--- src/hdl/mltd_pkg.sv ---
// Package with the types and constants shared by the deframer modules.
package mltd_pkg;

    localparam int unsigned LEN_W = 31;

    localparam logic [LEN_W-1:0] MAX_LEN_RESET = 31'd5242881;

    localparam logic [31:0] SYNC_WORD = 32'h626F6B69;

    typedef enum logic [1:0] {
        PH_HUNT    = 2'd0,
        PH_LENGTH  = 2'd1,
        PH_TYPE    = 2'd2,
        PH_PAYLOAD = 2'd3
    } t_phase;

    typedef struct packed {
        logic [7:0] payload_byte;
        logic [7:0] msg_type;
        logic       payload_valid;
        logic       last;
        logic       bad_length;
    } t_result;

    function automatic logic [7:0] sync_byte(input logic [1:0] idx);
        logic [7:0] b;
        case (idx)
            2'd0:    b = SYNC_WORD[31:24];
            2'd1:    b = SYNC_WORD[23:16];
            2'd2:    b = SYNC_WORD[15:8];
            default: b = SYNC_WORD[7:0];
        endcase
        return b;
    endfunction

endpackage

--- src/hdl/mltd_front.sv ---
// Front end: frame parser that accepts input bytes and classifies them into result items.
module mltd_front (
    input  logic                        i_clk,
    input  logic                        i_rst_n,
    input  logic                        i_valid,
    input  logic [7:0]                  i_data_byte,
    input  logic                        i_space,
    input  logic                        i_cfg_wr_en,
    input  logic [mltd_pkg::LEN_W-1:0]  i_cfg_wr_data,
    output logic                        o_ready,
    output logic                        o_push,
    output mltd_pkg::t_result           o_result
);

    mltd_pkg::t_phase            r_phase, n_phase;
    logic [1:0]                  r_match_count, n_match_count;
    logic [23:0]                 r_length_shift, n_length_shift;
    logic [1:0]                  r_length_count, n_length_count;
    logic [mltd_pkg::LEN_W-1:0]  r_bytes_remaining, n_bytes_remaining;
    logic [7:0]                  r_frame_type, n_frame_type;
    logic [mltd_pkg::LEN_W-1:0]  r_max_len;
    logic [31:0]                 full_len;
    logic                        accept;

    assign o_ready  = i_space;
    assign accept   = i_valid && i_space;
    assign full_len = {r_length_shift, i_data_byte};

    always_ff @(posedge i_clk) begin
        if (!i_rst_n) begin
            r_phase           <= mltd_pkg::PH_HUNT;
            r_match_count     <= '0;
            r_length_shift    <= '0;
            r_length_count    <= '0;
            r_bytes_remaining <= '0;
            r_frame_type      <= '0;
            r_max_len         <= mltd_pkg::MAX_LEN_RESET;
        end else begin
            r_phase           <= n_phase;
            r_match_count     <= n_match_count;
            r_length_shift    <= n_length_shift;
            r_length_count    <= n_length_count;
            r_bytes_remaining <= n_bytes_remaining;
            r_frame_type      <= n_frame_type;
            if (i_cfg_wr_en) begin
                r_max_len <= i_cfg_wr_data;
            end
        end
    end

    always_comb begin
        n_phase           = r_phase;
        n_match_count     = r_match_count;
        n_length_shift    = r_length_shift;
        n_length_count    = r_length_count;
        n_bytes_remaining = r_bytes_remaining;
        n_frame_type      = r_frame_type;
        o_push            = 1'b0;
        o_result          = '0;
        if (accept) begin
            case (r_phase)
                mltd_pkg::PH_HUNT: begin
                    if (i_data_byte == mltd_pkg::sync_byte(r_match_count)) begin
                        if (r_match_count == 2'd3) begin
                            n_phase        = mltd_pkg::PH_LENGTH;
                            n_match_count  = '0;
                            n_length_shift = '0;
                            n_length_count = '0;
                        end else begin
                            n_match_count = r_match_count + 2'd1;
                        end
                    end else begin
                        n_match_count = (i_data_byte == mltd_pkg::sync_byte(2'd0)) ? 2'd1 : 2'd0;
                    end
                end
                mltd_pkg::PH_LENGTH: begin
                    n_length_shift = full_len[23:0];
                    if (r_length_count != 2'd3) begin
                        n_length_count = r_length_count + 2'd1;
                    end else begin
                        n_length_count = '0;
                        if (full_len == 32'd0 || full_len[31] ||
                            full_len > {1'b0, r_max_len}) begin
                            n_phase             = mltd_pkg::PH_HUNT;
                            n_match_count       = '0;
                            n_length_shift      = '0;
                            n_bytes_remaining   = '0;
                            o_push              = 1'b1;
                            o_result.last       = 1'b1;
                            o_result.bad_length = 1'b1;
                        end else begin
                            n_bytes_remaining = full_len[mltd_pkg::LEN_W-1:0] - 31'd1;
                            n_phase           = mltd_pkg::PH_TYPE;
                        end
                    end
                end
                mltd_pkg::PH_TYPE: begin
                    n_frame_type = i_data_byte;
                    if (r_bytes_remaining == '0) begin
                        n_phase           = mltd_pkg::PH_HUNT;
                        n_match_count     = '0;
                        n_length_shift    = '0;
                        n_length_count    = '0;
                        n_bytes_remaining = '0;
                        o_push            = 1'b1;
                        o_result.msg_type = i_data_byte;
                        o_result.last     = 1'b1;
                    end else begin
                        n_phase = mltd_pkg::PH_PAYLOAD;
                    end
                end
                default: begin
                    o_push                 = 1'b1;
                    o_result.payload_byte  = i_data_byte;
                    o_result.msg_type      = r_frame_type;
                    o_result.payload_valid = 1'b1;
                    o_result.last          = (r_bytes_remaining <= 31'd1);
                    if (r_bytes_remaining <= 31'd1) begin
                        n_phase           = mltd_pkg::PH_HUNT;
                        n_match_count     = '0;
                        n_length_shift    = '0;
                        n_length_count    = '0;
                        n_bytes_remaining = '0;
                    end else begin
                        n_bytes_remaining = r_bytes_remaining - 31'd1;
                    end
                end
            endcase
        end
    end

endmodule

--- src/hdl/mltd_queue.sv ---
// Short queue of result items between the parser and the output stage.
module mltd_queue #(
    parameter int unsigned DEPTH = 4
) (
    input  logic               i_clk,
    input  logic               i_rst_n,
    input  logic               i_push,
    input  mltd_pkg::t_result  i_item,
    input  logic               i_pop,
    output logic               o_space,
    output logic               o_avail,
    output mltd_pkg::t_result  o_item
);

    localparam int unsigned PTR_W = (DEPTH > 1) ? $clog2(DEPTH) : 1;
    localparam int unsigned CNT_W = $clog2(DEPTH + 1);

    mltd_pkg::t_result  r_entries [DEPTH];
    logic [PTR_W-1:0]   r_wr_ptr;
    logic [PTR_W-1:0]   r_rd_ptr;
    logic [CNT_W-1:0]   r_count;
    logic               do_push;
    logic               do_pop;

    assign o_space = (r_count != CNT_W'(DEPTH));
    assign o_avail = (r_count != '0);
    assign o_item  = r_entries[r_rd_ptr];
    assign do_push = i_push && o_space;
    assign do_pop  = i_pop && o_avail;

    always_ff @(posedge i_clk) begin
        if (do_push) begin
            r_entries[r_wr_ptr] <= i_item;
        end
    end

    always_ff @(posedge i_clk) begin
        if (!i_rst_n) begin
            r_wr_ptr <= '0;
            r_rd_ptr <= '0;
            r_count  <= '0;
        end else begin
            if (do_push) begin
                r_wr_ptr <= (r_wr_ptr == PTR_W'(DEPTH - 1)) ? '0 : r_wr_ptr + 1'b1;
            end
            if (do_pop) begin
                r_rd_ptr <= (r_rd_ptr == PTR_W'(DEPTH - 1)) ? '0 : r_rd_ptr + 1'b1;
            end
            if (do_push && !do_pop) begin
                r_count <= r_count + 1'b1;
            end else if (do_pop && !do_push) begin
                r_count <= r_count - 1'b1;
            end
        end
    end

endmodule

--- src/hdl/mltd_back.sv ---
// Back end: output register that drains the queue onto the result channel.
module mltd_back (
    input  logic               i_clk,
    input  logic               i_rst_n,
    input  logic               i_avail,
    input  mltd_pkg::t_result  i_item,
    input  logic               i_ready,
    output logic               o_pop,
    output logic               o_valid,
    output mltd_pkg::t_result  o_item
);

    logic               r_valid;
    mltd_pkg::t_result  r_item;

    assign o_pop   = i_avail && (!r_valid || i_ready);
    assign o_valid = r_valid;
    assign o_item  = r_item;

    always_ff @(posedge i_clk) begin
        if (!i_rst_n) begin
            r_valid <= 1'b0;
        end else if (o_pop) begin
            r_valid <= 1'b1;
        end else if (i_ready) begin
            r_valid <= 1'b0;
        end
    end

    always_ff @(posedge i_clk) begin
        if (o_pop) begin
            r_item <= i_item;
        end
    end

endmodule

--- src/hdl/magic_length_type_deframer.sv ---
// Top level of the sync-word, length and type framed byte-stream deframer.
//
//  Channel   Direction  Handshake           Payload
//  input     in         i_valid / o_ready   i_data_byte
//  result    out        o_valid / i_ready   o_payload_byte, o_msg_type, o_payload_valid,
//                                           o_last, o_bad_length
//  config    in         i_cfg_wr_en         i_cfg_wr_data
//
// One byte is accepted per cycle while the result queue has room.
// A result passes through the queue and then the output register on its way to the outputs.
// The queue of QUEUE_DEPTH items lets the parser keep taking bytes while a result waits.
// Reset is synchronous; it returns the parser to the hunt and empties the queue.
module magic_length_type_deframer #(
    parameter int unsigned QUEUE_DEPTH = 4
) (
    input  logic                        i_clk,
    input  logic                        i_rst_n,
    input  logic                        i_valid,
    output logic                        o_ready,
    input  logic [7:0]                  i_data_byte,
    output logic                        o_valid,
    input  logic                        i_ready,
    output logic [7:0]                  o_payload_byte,
    output logic [7:0]                  o_msg_type,
    output logic                        o_payload_valid,
    output logic                        o_last,
    output logic                        o_bad_length,
    input  logic                        i_cfg_wr_en,
    input  logic [mltd_pkg::LEN_W-1:0]  i_cfg_wr_data
);

    logic               q_space;
    logic               q_avail;
    logic               q_pop;
    logic               f_push;
    mltd_pkg::t_result  f_result;
    mltd_pkg::t_result  q_item;
    mltd_pkg::t_result  out_item;

    mltd_front u_front (
        .i_clk         (i_clk),
        .i_rst_n       (i_rst_n),
        .i_valid       (i_valid),
        .i_data_byte   (i_data_byte),
        .i_space       (q_space),
        .i_cfg_wr_en   (i_cfg_wr_en),
        .i_cfg_wr_data (i_cfg_wr_data),
        .o_ready       (o_ready),
        .o_push        (f_push),
        .o_result      (f_result)
    );

    mltd_queue #(
        .DEPTH (QUEUE_DEPTH)
    ) u_queue (
        .i_clk   (i_clk),
        .i_rst_n (i_rst_n),
        .i_push  (f_push),
        .i_item  (f_result),
        .i_pop   (q_pop),
        .o_space (q_space),
        .o_avail (q_avail),
        .o_item  (q_item)
    );

    mltd_back u_back (
        .i_clk   (i_clk),
        .i_rst_n (i_rst_n),
        .i_avail (q_avail),
        .i_item  (q_item),
        .i_ready (i_ready),
        .o_pop   (q_pop),
        .o_valid (o_valid),
        .o_item  (out_item)
    );

    assign o_payload_byte  = out_item.payload_byte;
    assign o_msg_type      = out_item.msg_type;
    assign o_payload_valid = out_item.payload_valid;
    assign o_last          = out_item.last;
    assign o_bad_length    = out_item.bad_length;

endmodule

--- config.mk ---
export PLATFORM = sky130hd
export DESIGN_NAME = magic_length_type_deframer
export DESIGN_NICKNAME = d
export VERILOG_FILES = /design/src/hdl/mltd_pkg.sv /design/src/hdl/mltd_front.sv /design/src/hdl/mltd_queue.sv /design/src/hdl/mltd_back.sv /design/src/hdl/magic_length_type_deframer.sv
export SDC_FILE = /design/constraint.sdc
export NUM_CORES = 1
export LEC_CHECK = 0
export ABC_CLOCK_PERIOD_IN_PS = 3700
export BUFFER_PORTS_ARGS = -buffer_cell sky130_fd_sc_hd__buf_2
export CAP_MARGIN = 0
export CORE_MARGIN = 4
export CORE_UTILIZATION = 55
export DETAILED_ROUTE_END_ITERATION = 7
export PLACE_DENSITY = 0.72
export SYNTH_ARGS = -nofsm -noshare
export SYNTH_HDL_FRONTEND = slang
export SYNTH_SLANG_ARGS = --single-unit
--- constraint.sdc ---
create_clock -name i_clk -period 3.7 [get_ports i_clk]
set_input_delay 0.185 -clock i_clk [delete_from_list [all_inputs] [get_ports i_clk]]
set_output_delay 0.185 -clock i_clk [all_outputs]
set_load 0.03 [all_outputs]
-- Word-level counts from Yosys, hierarchy flattened
Memory sizes are Yosys's and may differ from the RTL's. A register that Yosys moved wholly into a read port is not among the register bits.
Index checks and enable logic that the tools add are counted.
- bits in registers: 108
- memory bits (writable): 76
- bits of input ports: 44
- output and inout bits: 21
- logic and storage cells: 121
- memories: 1
- memories (memory ; words ; bits a word ; rd ports ; clocked after Yosys merged registers in ; write ports ; line ; text):
    u_queue.r_entries ; 4 ; 19 ; 1 ; 1 ; 1 ; mltd_queue.sv:18 ; mltd_pkg::t_result r_entries [DEPTH];
- $add $sub $neg: 8
- magnitude comparators: 2
- eq/ne operators: 16
- multiplexer cells: 55
- bitwise logic cells: 1
- reduce and logical (&&, ||, !) cells: 27
- operators with widths (operator ; number):
    2-to-1 mux 24 bit ; 6
    2-to-1 mux 31 bit ; 4
    case mux 31 bit (3 select lines) ; 1
    case mux 24 bit (3 select lines) ; 1
    subtractor 31 x 1 -> 31 bit, second input constant ; 2
    2-to-1 mux 2 bit ; 18
    > comparator 32 x 31 -> 1 bit ; 1
    zero test 32 bit ; 1
    2-to-1 mux 8 bit ; 4
    <= comparator 31 x 1 -> 1 bit, second input constant ; 1
    zero test 31 bit ; 1
    2-to-1 mux 19 bit ; 1
    case mux 2 bit (3 select lines) ; 3
    case mux 8 bit (2 select lines) ; 1
    AND reduction 5 bit ; 3
    case mux 4 bit (3 select lines) ; 1
    2-to-1 mux 1 bit ; 11
    == test 2 bit, second input constant ; 5
    adder 2 x 1 -> 2 bit, second input constant ; 4
    == test 8 x 7 -> 1 bit, second input constant ; 1
    == test 8 bit ; 1
    inequality test 2 x 1 -> 1 bit, second input constant ; 4
    logical AND 1 bit ; 6
    2-to-1 mux 3 bit ; 2
    17 further kinds ; 26

-- Logic depth before layout (Yosys ltp)
Gate-level depths: netlist of the first run.
- depth in word-level cells: 12
- gate-level depth with buffers: 15
- mapped depth without buffers: 14

-- Hierarchy
A second synthesis of the first run with hierarchy kept.
- cell total of the unflattened synthesis: 928
- area total of the unflattened synthesis: 10064.7 sq um
- modules (own cells, without submodules) (module ; times used ; cells each ; area an instance (sq um) ; sequential area each (sq um)):
    mltd_front ; 1 ; 755 ; 6221.0 ; 2001.9
    mltd_queue ; 1 ; 150 ; 3225.6 ; 2462.4
    mltd_back ; 1 ; 23 ; 618.1 ; 590.6

-- Worst setup path before layout of the first run
No wires, ideal clock.
- kind: register to register
- start point: register u_front.r_bytes_remaining[7] (netlist name)
- end point: register u_queue.r_count[2]
- library setup time: 70 ps
- arrival time: 3540 ps
- data required time: 3630 ps
- setup slack: 90 ps
- stages on the path, launching flop included: 14
- path buffers: 2
- cell sequence: dfxtp_1 or4_1 buf_2 or4_1 clkbuf_1 nor2_1 a31oi_1 a21oi_2 ha_1 inv_1 fa_1 xor2_1 or3_1 a21oi_1
- cells in the longest elaborated chain, start to end: 8
- elaborated cells on any way between the ends: 10
- RTL lines (element ; line ; text):
    start: declaration ; mltd_front.sv:19 ; logic [mltd_pkg::LEN_W-1:0] r_bytes_remaining, n_bytes_remaining;
    start signal: assignment ; mltd_front.sv:43 ; r_bytes_remaining <= n_bytes_remaining;
    zero test 31 bit * ; mltd_front.sv:99 ; if (r_bytes_remaining == '0) begin
    2-to-1 mux 1 bit * ; mltd_front.sv:99 ;
    case mux 1 bit (3 select lines) * ; mltd_front.sv:61 ; case (r_phase)
    2-to-1 mux 1 bit * ; mltd_front.sv:60 ; if (accept) begin
    logical AND 1 bit * ; mltd_queue.sv:28 ; assign do_push = i_push && o_space;
    via u_queue.do_push ; mltd_queue.sv:22 ; logic do_push;
    zero test 1 bit ; mltd_queue.sv:51 ; end else if (do_pop && !do_push) begin
    logical AND 1 bit ; mltd_queue.sv:51 ;
    nonzero test 2 bit (no source line) ; - ;
    end signal: assignment ; mltd_queue.sv:50 ; r_count <= r_count + 1'b1;
    end signal: assignment ; mltd_queue.sv:52 ; r_count <= r_count - 1'b1;
    end: declaration ; mltd_queue.sv:21 ; logic [CNT_W-1:0] r_count;
The timed path passes the listed nets; every way through them passes the cells marked *.
A chain may end at the register's enable or synchronous reset.

-- Final worst setup path of the first run
- start point: register u_front.r_length_shift[19]
- end point: register u_queue.r_count[2]
- cells in the longest elaborated chain, start to end: 11
- elaborated cells on any way between the ends: 14
- RTL lines (element ; line ; text):
    start: declaration ; mltd_front.sv:17 ; logic [23:0] r_length_shift, n_length_shift;
    start signal: assignment ; mltd_front.sv:41 ; r_length_shift <= n_length_shift;
    parallel branches: the longest is 2 deep, another holds > comparator 32 x 31 -> 1 bit ; - ;
    logical OR 1 bit * ; mltd_front.sv:82 ; if (full_len == 32'd0 || full_len[31] ||
    2-to-1 mux 1 bit * ; mltd_front.sv:82 ;
    2-to-1 mux 1 bit * ; mltd_front.sv:78 ; if (r_length_count != 2'd3) begin
    case mux 1 bit (3 select lines) * ; mltd_front.sv:61 ;
    2-to-1 mux 1 bit * ; mltd_front.sv:60 ;
    logical AND 1 bit * ; mltd_queue.sv:28 ;
    via u_queue.do_push ; mltd_queue.sv:22 ;
    zero test 1 bit ; mltd_queue.sv:51 ;
    logical AND 1 bit ; mltd_queue.sv:51 ;
    nonzero test 2 bit (no source line) ; - ;
Mark *: on every way through the listed nets, which the timed path passes.

==> impl_results.rst, run 1 <==
.. list-table::
   :header-rows: 1

   * - Metric
     - Value
   * - Outcome
     - finished clean
   * - Count of state elements after synthesis
     - 203
   * - Total wire length
     - around 23 mm
   * - Final hold slack
     - roughly 0.12 ns
   * - Final estimated routing congestion in global placement
     - ~0.89
   * - Gate count of the mapped netlist
     - ~920
   * - Cell taking the most area after synthesis
     - sky130_fd_sc_hd__edfxtp_1
   * - Fmax achieved
     - between 200 and 300 MHz
   * - Number of sinks handled by clock tree synthesis
     - a little over 200
   * - Synth Flop Type
     - sky130_fd_sc_hd__dfxtp_1
   * - Maximum number of pins on one net before global-route repair
     - 45
   * - Die Outline Area
     - around 20000 um2
   * - Post-synthesis area per instance
     - ~11 um2
   * - Required time at the worst-slack endpoint
     - roughly 4.1 ns
   * - Yosys warning total
     - 0
   * - Share of the cycle needed by the critical path after routing
     - between 90 and 100%
   * - PnR worst setup slack
     - about 0.25 ns
   * - Post-synthesis async set-or-reset flop share
     - 0%
   * - Area inside the core boundary
     - between 15000 and 20000 um2
   * - Worst vdd ir
     - between 0.4 and 0.5 mV
   * - Instance count after placement with tap cells included
     - around 1.2k
   * - Clock Tree Buf Depth
     - 3
   * - Total Negative Setup Slacks
     - 0 ns
   * - Antenna cell count
     - 0
   * - GR Util All Layers
     - 23.0%
   * - Leftover overflow at the end of global routing
     - 0
   * - Min-Delay Path Class
     - in -> reg
   * - Worst setup path category
     - reg -> reg
   * - Biggest area contributors in the synthesized netlist
     - sky130_fd_sc_hd__edfxtp_1 (29%), sky130_fd_sc_hd__dfxtp_1 (22%), sky130_fd_sc_hd__ha_1 (6.3%)
   * - Worst slack at placement
     - -0.0425 ns
   * - Max H-tree Level
     - 1
   * - Post-Route Skew
     - roughly 0.012 ns
   * - Largest fanout on the critical path
     - 5
   * - Sequential-to-total area share from yosys stat
     - 50.6%
   * - WP data arrival
     - a little under 4 ns
   * - Die W
     - around 140 um
   * - Final Setup Violations
     - 0
   * - Clock transition at the register clock pins on the worst setup and hold paths after CTS
     - approximately 0.06 ns
   * - DRT iter0 DRCs
     - 550
   * - Clock tree from TritonCTS
     - built
   * - Number of global-route vias before repair
     - between 7k and 8k
   * - Count of pins over their slew limit
     - 0
   * - Initial cell density of the core
     - 56.7%
   * - Num ports
     - 65
   * - Via density
     - between 5 and 6
   * - Share of layout cells above drive strength 1
     - 17.7%
   * - Post-route minimum period
     - about 3.5 ns
   * - Port bufs
     - 64
   * - Commonest non-fill, non-tap cells in the layout
     - sky130_fd_sc_hd__dfxtp_1 (108), sky130_fd_sc_hd__edfxtp_1 (95), sky130_fd_sc_hd__nor2_1 (90), sky130_fd_sc_hd__buf_2 (64), sky130_fd_sc_hd__nand2_1 (54)
   * - Vias
     - between 7k and 8k
   * - Number of nets with antenna violations after detailed routing
     - 0
   * - Yosys top cell area share
     - 28.8%
   * - Number of CTS-inserted buffers
     - 22
   * - DR DRC count
     - 0
   * - Number of nets produced by synthesis
     - 1018
   * - Number of cell rows
     - 48
   * - Worst Setup End Kind
     - flop
   * - DRT Pass-1 Iters
     - 5
   * - Wire per inst
     - around 18 um
   * - Area growth, synth to finish
     - 19.2%
   * - Cell area after synthesis
     - between 9000 and 10000 um2
   * - Non-filler instance count after layout
     - roughly 1.3k
   * - Total half-perimeter wirelength after legalization and detailed placement
     - between 15 and 20 mm
   * - Fill cells
     - 1290
   * - Max-slew headroom
     - about 34%
   * - Clock root buffer
     - sky130_fd_sc_hd__clkbuf_16
   * - Leakage
     - 0.00439 uW
   * - Number of synthesized flops with an enable pin
     - 95
   * - Leading cell type in the layout, fill and taps excluded
     - sky130_fd_sc_hd__dfxtp_1
   * - Total of max-cap violations
     - 0
   * - Actual transition at the worst max-transition pin
     - roughly 0.99 ns
   * - Layout net count
     - 1138
   * - Die height
     - about 140 um
   * - Distinct cells, synth
     - between 60 and 70
   * - Initial antenna violation count
     - 0
   * - Global-route wire length before repair
     - 37.5 mm
   * - Clk Latency, worst-skew pair
     - a little over 0.5 ns
   * - Type of element launching the critical path
     - flop
   * - Pwr per Cell Area
     - roughly 440 nW/um2
   * - Total count of hold-check failures in the final report
     - 0
-- synthesized netlist by cell type (all sizes together) (17+ instances only) --
library cell / n
a22o: 32
clkbuf: 39
nand2: 54
xnor2: 18
mux4: 19
a21oi: 42
o21ai: 45
edfxtp: 95
ha: 50
mux2i: 44
xor2: 21
nand3: 18
nor3: 28
nor2: 91
dfxtp: 108
nor4: 17
inv: 52
-- area by class of cell --
class	count	area (um2)	area share, %
clock inverter	9	90.1	0.763
inverter	52	195	1.65
multi-input combinational	617	4540	38.4
clock buffer	31	646	5.47
sequential	203	5010	42.5
tap	225	282	2.38
timing repair buffer	147	1040	8.80
-- worst paths after layout --
path,startpoint,depth (start not counted),slack (ns),endpoint
max,u_front.r_length_shift[19],14,0.25,u_queue.r_count[2]
min,i_rst_n,3,0.12,u_front.r_max_len[0]
max reg2reg,u_front.r_length_shift[19],14,0.25,u_queue.r_count[2]
min reg2reg,u_front.r_match_count[1],2,0.48,u_front.r_match_count[1]
-- registers in the layout (all words and copies together), names as in the netlist --
register and cells:
u_queue.r_entries 76, u_front.r_bytes_remaining 31, u_front.r_frame_type 8, u_queue.r_count 3, u_queue.r_wr_ptr 2, u_front.r_match_count 2, u_front.r_max_len 31, u_back.o_item 19
u_front.r_phase 2, u_front.r_length_shift 24, u_back.o_valid 1, u_front.r_length_count 2, u_queue.r_rd_ptr 2
-- where the power goes --
group / switching, uW / internal [uW]
clock: 885 / 1300
sequential: 66.1 / 2410
combinational: 299 / 227
-- metrics by stage --
step | utilization [%] | cell area, um2 | total power, uW
after floorplan | - | 9900 | 2870
final | 67.5 | 11800 | 5180
after global routing | 67.5 | 11800 | 5390
after detailed placement | 61.2 | 10700 | 3020
after CTS | 67.4 | 11800 | 5230
after global placement | 61.2 | 10700 | 3010
-- worst max-delay path, cell delays in order (launching register included) --
cell	delay (ns)
sky130_fd_sc_hd__dfxtp_1	0.36
sky130_fd_sc_hd__ha_1	0.34
sky130_fd_sc_hd__nand4_1	0.18
sky130_fd_sc_hd__nor4_2	0.29
sky130_fd_sc_hd__buf_4	0.17
sky130_fd_sc_hd__nand2_1	0.06
sky130_fd_sc_hd__a311oi_2	0.37
sky130_fd_sc_hd__o311ai_2	0.18
sky130_fd_sc_hd__a21oi_2	0.20
sky130_fd_sc_hd__ha_1	0.20
sky130_fd_sc_hd__inv_1	0.06
sky130_fd_sc_hd__fa_1	0.37
sky130_fd_sc_hd__xor2_1	0.18
sky130_fd_sc_hd__or3_1	0.30
sky130_fd_sc_hd__a21oi_1	0.13
-- routing by layer --
layer  wire, um  global-route usage (%)  vias to the layer above
met5          0                       0                        -
met1      10000                    30.8                     3569
met4        695                    7.37                        0
met3       1220                    2.96                       47
li1           -                       -                     3630
met2      11100                    39.1                      223
-- cells by family after synthesis --
| logic type | share of synthesized area, % |
|---|---|
| multiplexers | 8.77 |
| XOR/XNOR | 3.45 |
| AND/OR/NAND/NOR | 14.9 |
| AO/OA/AOI/OAI | 11.8 |
| buffers and inverters | 3.99 |
| flip-flops | 50.6 |
| adder cells (fa/ha/maj) | 6.52 |
-- repair_timing --
action,CTS,global route
hold buffers,33,0
buffers inserted,0,1
hold endpoints to repair,33,0
setup endpoints to repair,1,1
gates resized for setup,1,6
pin swaps,0,5
No activity file was read; power rests on OpenSTA's default activity.
==> run 2: changes to the inputs <==
--- a/config.mk
+++ b/config.mk
@@ -12,4 +12,5 @@
 export CORE_UTILIZATION = 55
 export DETAILED_ROUTE_END_ITERATION = 7
+export MAX_ROUTING_LAYER = met4
 export PLACE_DENSITY = 0.72
 export SYNTH_ARGS = -nofsm -noshare
==> constraint.sdc (replaced) <==
create_clock -name i_clk -period 3.7 [get_ports i_clk]
set_input_delay 0.555 -clock i_clk [delete_from_list [all_inputs] [get_ports i_clk]]
set_output_delay 0.555 -clock i_clk [all_outputs]
set_load 0.03 [all_outputs]
==> run 2 against run 1 <==
Count of clock-buffer cells in the layout is 1 higher. Total power is 0.44% higher. Hold slack improved by 0.16 ns. Non-clock buffer count fell by 27. Via count is 2.3% lower. Highest routed layer unchanged. Die area unchanged.
==> impl_results.rst, run 2 (same netlist as run 1, synthesis figures left out) <==
.. list-table::
   :header-rows: 1

   * - Metric
     - Value
   * - Outcome
     - finished clean
   * - Required time at the worst-slack endpoint
     - 4.13 ns (about the same)
   * - Largest fanout on the critical path
     - 5 (unchanged)
   * - Total count of hold-check failures in the final report
     - 0 (unchanged)
   * - Internal power
     - 3980 uW (+1.2%)
   * - Pwr per Cell Area
     - 452 nW/um2 (+3.0%)
   * - Registers with the highest flip-flop counts
     - u_queue.r_entries x76, u_front.r_bytes_remaining x31, u_front.r_max_len x31
   * - Port bufs
     - 64 (unchanged)
   * - NetSw
     - 1230 uW (-1.9%)
   * - Type of element launching the critical path
     - flop
   * - Reg-to-reg critical path startpoint
     - u_front.r_length_shift[19]
   * - Maximum number of pins on one net before global-route repair
     - 44 (-2.2%)
   * - Post-Route Skew
     - 0.0179 ns (+0.00605 ns)
   * - Worst Path Buf+Inv
     - 3 (+1)
   * - Sw frac
     - 23.6% (-0.57 points)
   * - Clock network fraction of design power
     - 42.6% (+0.5 points)
   * - Fmax achieved
     - 282 MHz (-2.8%)
   * - Number of CTS-inserted buffers
     - 22 (unchanged)
   * - Post-CTS setup-driven buffer insertion count
     - 0 (unchanged)
   * - Die Outline Area
     - 20200 um2 (unchanged)
   * - Post-route minimum period
     - 3.55 ns (+0.0978 ns)
   * - Capture point of the worst reg-to-reg path
     - u_queue.r_count[2]
   * - Number of sinks handled by clock tree synthesis
     - 203 (unchanged)
   * - Layout net count
     - 1111 (-2.4%)
   * - Kind of cell adding the most delay to the critical path
     - adder cells
   * - DRT iter0 DRCs
     - 446 (-19%)
   * - WP data arrival
     - 3.98 ns (+0.10 ns)
   * - Clock root buffer
     - sky130_fd_sc_hd__clkbuf_16
   * - DRT Pass-1 Iters
     - 5 (unchanged)
   * - Share of layout cells above drive strength 1
     - 18.2% (+0.56 points)
   * - Number of cell rows
     - 48 (unchanged)
   * - Max H-tree Level
     - 1 (unchanged)
   * - Total Negative Setup Slacks
     - 0 ns (unchanged)
   * - Initial antenna violation count
     - 0 (unchanged)
   * - DR DRC count
     - 0 (unchanged)
   * - Antenna cell count
     - 0 (unchanged)
   * - Die W
     - 142 um (unchanged)
   * - Vias
     - 7297 (-2.3%)
   * - Final Setup Violations
     - 0 (unchanged)
   * - Sequential power share
     - 47.9% (about the same)
   * - Source of the worst hold timing path
     - i_cfg_wr_data[22]
   * - Wire per inst
     - 18.1 um (+1.2%)
   * - Die height
     - 142 um (unchanged)
   * - Slack of the worst reg-to-reg path
     - 0.15 ns (-0.10 ns)
   * - Combinational group share of total power
     - 9.5% (-0.6 points)
   * - Clock tree from TritonCTS
     - built
   * - Final hold slack
     - 0.275 ns (+0.157 ns)
   * - Worst slack at placement
     - -0.0521 ns (-0.00960 ns)
   * - Leftover overflow at the end of global routing
     - 0 (unchanged)
   * - Max-slew headroom
     - 33.2% (-0.49 points)
   * - Highest cell delay on the worst timing path
     - 0.37 ns (about the same)
   * - Leading cell type in the layout, fill and taps excluded
     - sky130_fd_sc_hd__dfxtp_1
   * - Utilization after layout
     - 65.9% (-1.7 points)
   * - Share of the cycle needed by the critical path after routing
     - 95.9% (+2.6 points)
   * - PnR worst setup slack
     - 0.152 ns (-0.0978 ns)
   * - Total half-perimeter wirelength after legalization and detailed placement
     - 15.6 mm (+1.7%)
   * - Global-route wire length before repair
     - 37.4 mm (-0.11%)
   * - Endpoint, Worst Hold
     - u_front.r_max_len[22]
   * - Worst Setup End Kind
     - flop
   * - Final estimated routing congestion in global placement
     - 0.898 (+1.3%)
   * - Critical-path cell list
     - ha_1 -> nand4_1 -> nor4_1 -> buf_4 -> nand2_1 -> a311oi_2 -> o311ai_0 -> buf_4 -> a21oi_2 -> ha_1 -> inv_1 -> fa_1 -> xor2_1 -> or3_1 -> a21oi_1
   * - Number of global-route vias before repair
     - 7269 (+2.2%)
   * - Worst R2R Path Depth
     - 15 (+1)
   * - Clock transition at the register clock pins on the worst setup and hold paths after CTS
     - 0.06 ns (about the same)
   * - Worst vdd ir
     - 0.412 mV (-7.4%)
   * - Num ports
     - 65 (unchanged)
   * - Largest Register
     - u_queue.r_entries
   * - Worst setup path category
     - reg -> reg
   * - Total wire length
     - 22.8 mm (-0.93%)
   * - Total of max-cap violations
     - 0 (unchanged)
   * - Initial cell density of the core
     - 56.7% (unchanged)
   * - Commonest non-fill, non-tap cells in the layout
     - sky130_fd_sc_hd__dfxtp_1 (108), sky130_fd_sc_hd__edfxtp_1 (95), sky130_fd_sc_hd__nor2_1 (90), sky130_fd_sc_hd__buf_2 (64), sky130_fd_sc_hd__buf_4 (55)
   * - Hold bufs inserted after CTS
     - 0 (-100%)
   * - Area growth, synth to finish
     - 16.3%
   * - Via density
     - 5.81 (-0.20%)
   * - Max reg flops
     - 76 (unchanged)
   * - Actual transition at the worst max-transition pin
     - 1.00 ns (+0.00741 ns)
   * - Slowest cell on the critical path
     - sky130_fd_sc_hd__fa_1
   * - Count of cells along the worst hold path
     - 3 (unchanged)
   * - Leakage
     - 0.00429 uW (-2.2%)
   * - Number of nets with antenna violations after detailed routing
     - 0 (unchanged)
   * - Clock Tree Buf Depth
     - 3 (unchanged)
   * - Min-Delay Path Class
     - in -> reg
   * - Clk Latency, worst-skew pair
     - 0.51 ns (about the same)
   * - Area inside the core boundary
     - 17500 um2 (unchanged)
   * - Count of pins over their slew limit
     - 0 (unchanged)
   * - GR Util All Layers
     - 23.5% (+0.46 points)
run 2: cell count changes in the layout (fill, tap and decap cells not counted), moves of 2 or more:
| cell | change |
|---|---|
| sky130_fd_sc_hd__clkbuf_8 | +2 |
| sky130_fd_sc_hd__buf_4 | +6 |
| sky130_fd_sc_hd__clkinv_1 | +2 |
| sky130_fd_sc_hd__clkinvlp_4 | -2 |
| sky130_fd_sc_hd__dlygate4sd3_1 | -33 |
run 2: tightest hold or removal path, stage by stage:
cell and delay (ns):
sky130_fd_sc_hd__buf_2 0.07, sky130_fd_sc_hd__nand2_1 0.04, sky130_fd_sc_hd__o211ai_1 0.06
run 2: worst max-delay path by stage:
| stage | startpoint | end | slack (ns) | cells after the start |
|---|---|---|---|---|
| 5_1_grt | u_front.r_max_len[11] | u_queue.r_count[2] | -0.001 | 15 |
| 2_1_floorplan | i_data_byte[0] | u_queue.r_count[2] | 0.03 | 15 |
| 4_1_cts | u_front.r_max_len[14] | u_queue.r_count[2] | 0.02 | 15 |
| 3_3_place_gp | i_data_byte[7] | u_queue.r_count[2] | 0.05 | 15 |
| 6_report | u_front.r_length_shift[19] | u_queue.r_count[2] | 0.15 | 15 |
| 3_5_place_dp | i_data_byte[7] | u_queue.r_count[2] | -0.05 | 15 |
run 2: cell type report:
class / instances / area, um2
clock buffers: 32 / 648
clock inverters: 8 / 98.8
fillers: 1337 / 5960
inverters: 52 / 195
multi-input cells: 617 / 4520
flip-flops and latches: 203 / 5010
well taps: 225 / 282
repair buffers: 120 / 753
run 2: power groups by stage:
stage,sequential [uW],clock [uW],combinational (uW)
6_report,2490,2220,493
5_1_grt,2500,2350,547
4_1_cts,2500,2260,498
3_5_place_dp,2540,0,496
3_3_place_gp,2540,0,482
2_1_floorplan,2500,0,369
run 2: repair_timing:
item / in CTS / in global routing
gates resized for setup: 0 / 4
endpoints found under the hold margin: 0 / 0
endpoints found under the setup margin: 0 / 1
run 2: through the flow:
step                total power [uW]  cell area [um2]  cells
floorplan                       2870             9900    923
global placement                3020            10800   1217
detailed placement              3040            10800   1217
CTS                             5250            11500   1257
global route                    5400            11500   1257
finish                          5200            11500   1257
run 2: metal layers:
metal	up-vias	track usage [%]	wire length, um
met2	197	39.4	11300
met3	51	2.96	909
met1	3466	29.6	9910
met4	0	7.78	688
met5	-	-	0
li1	3583	-	-
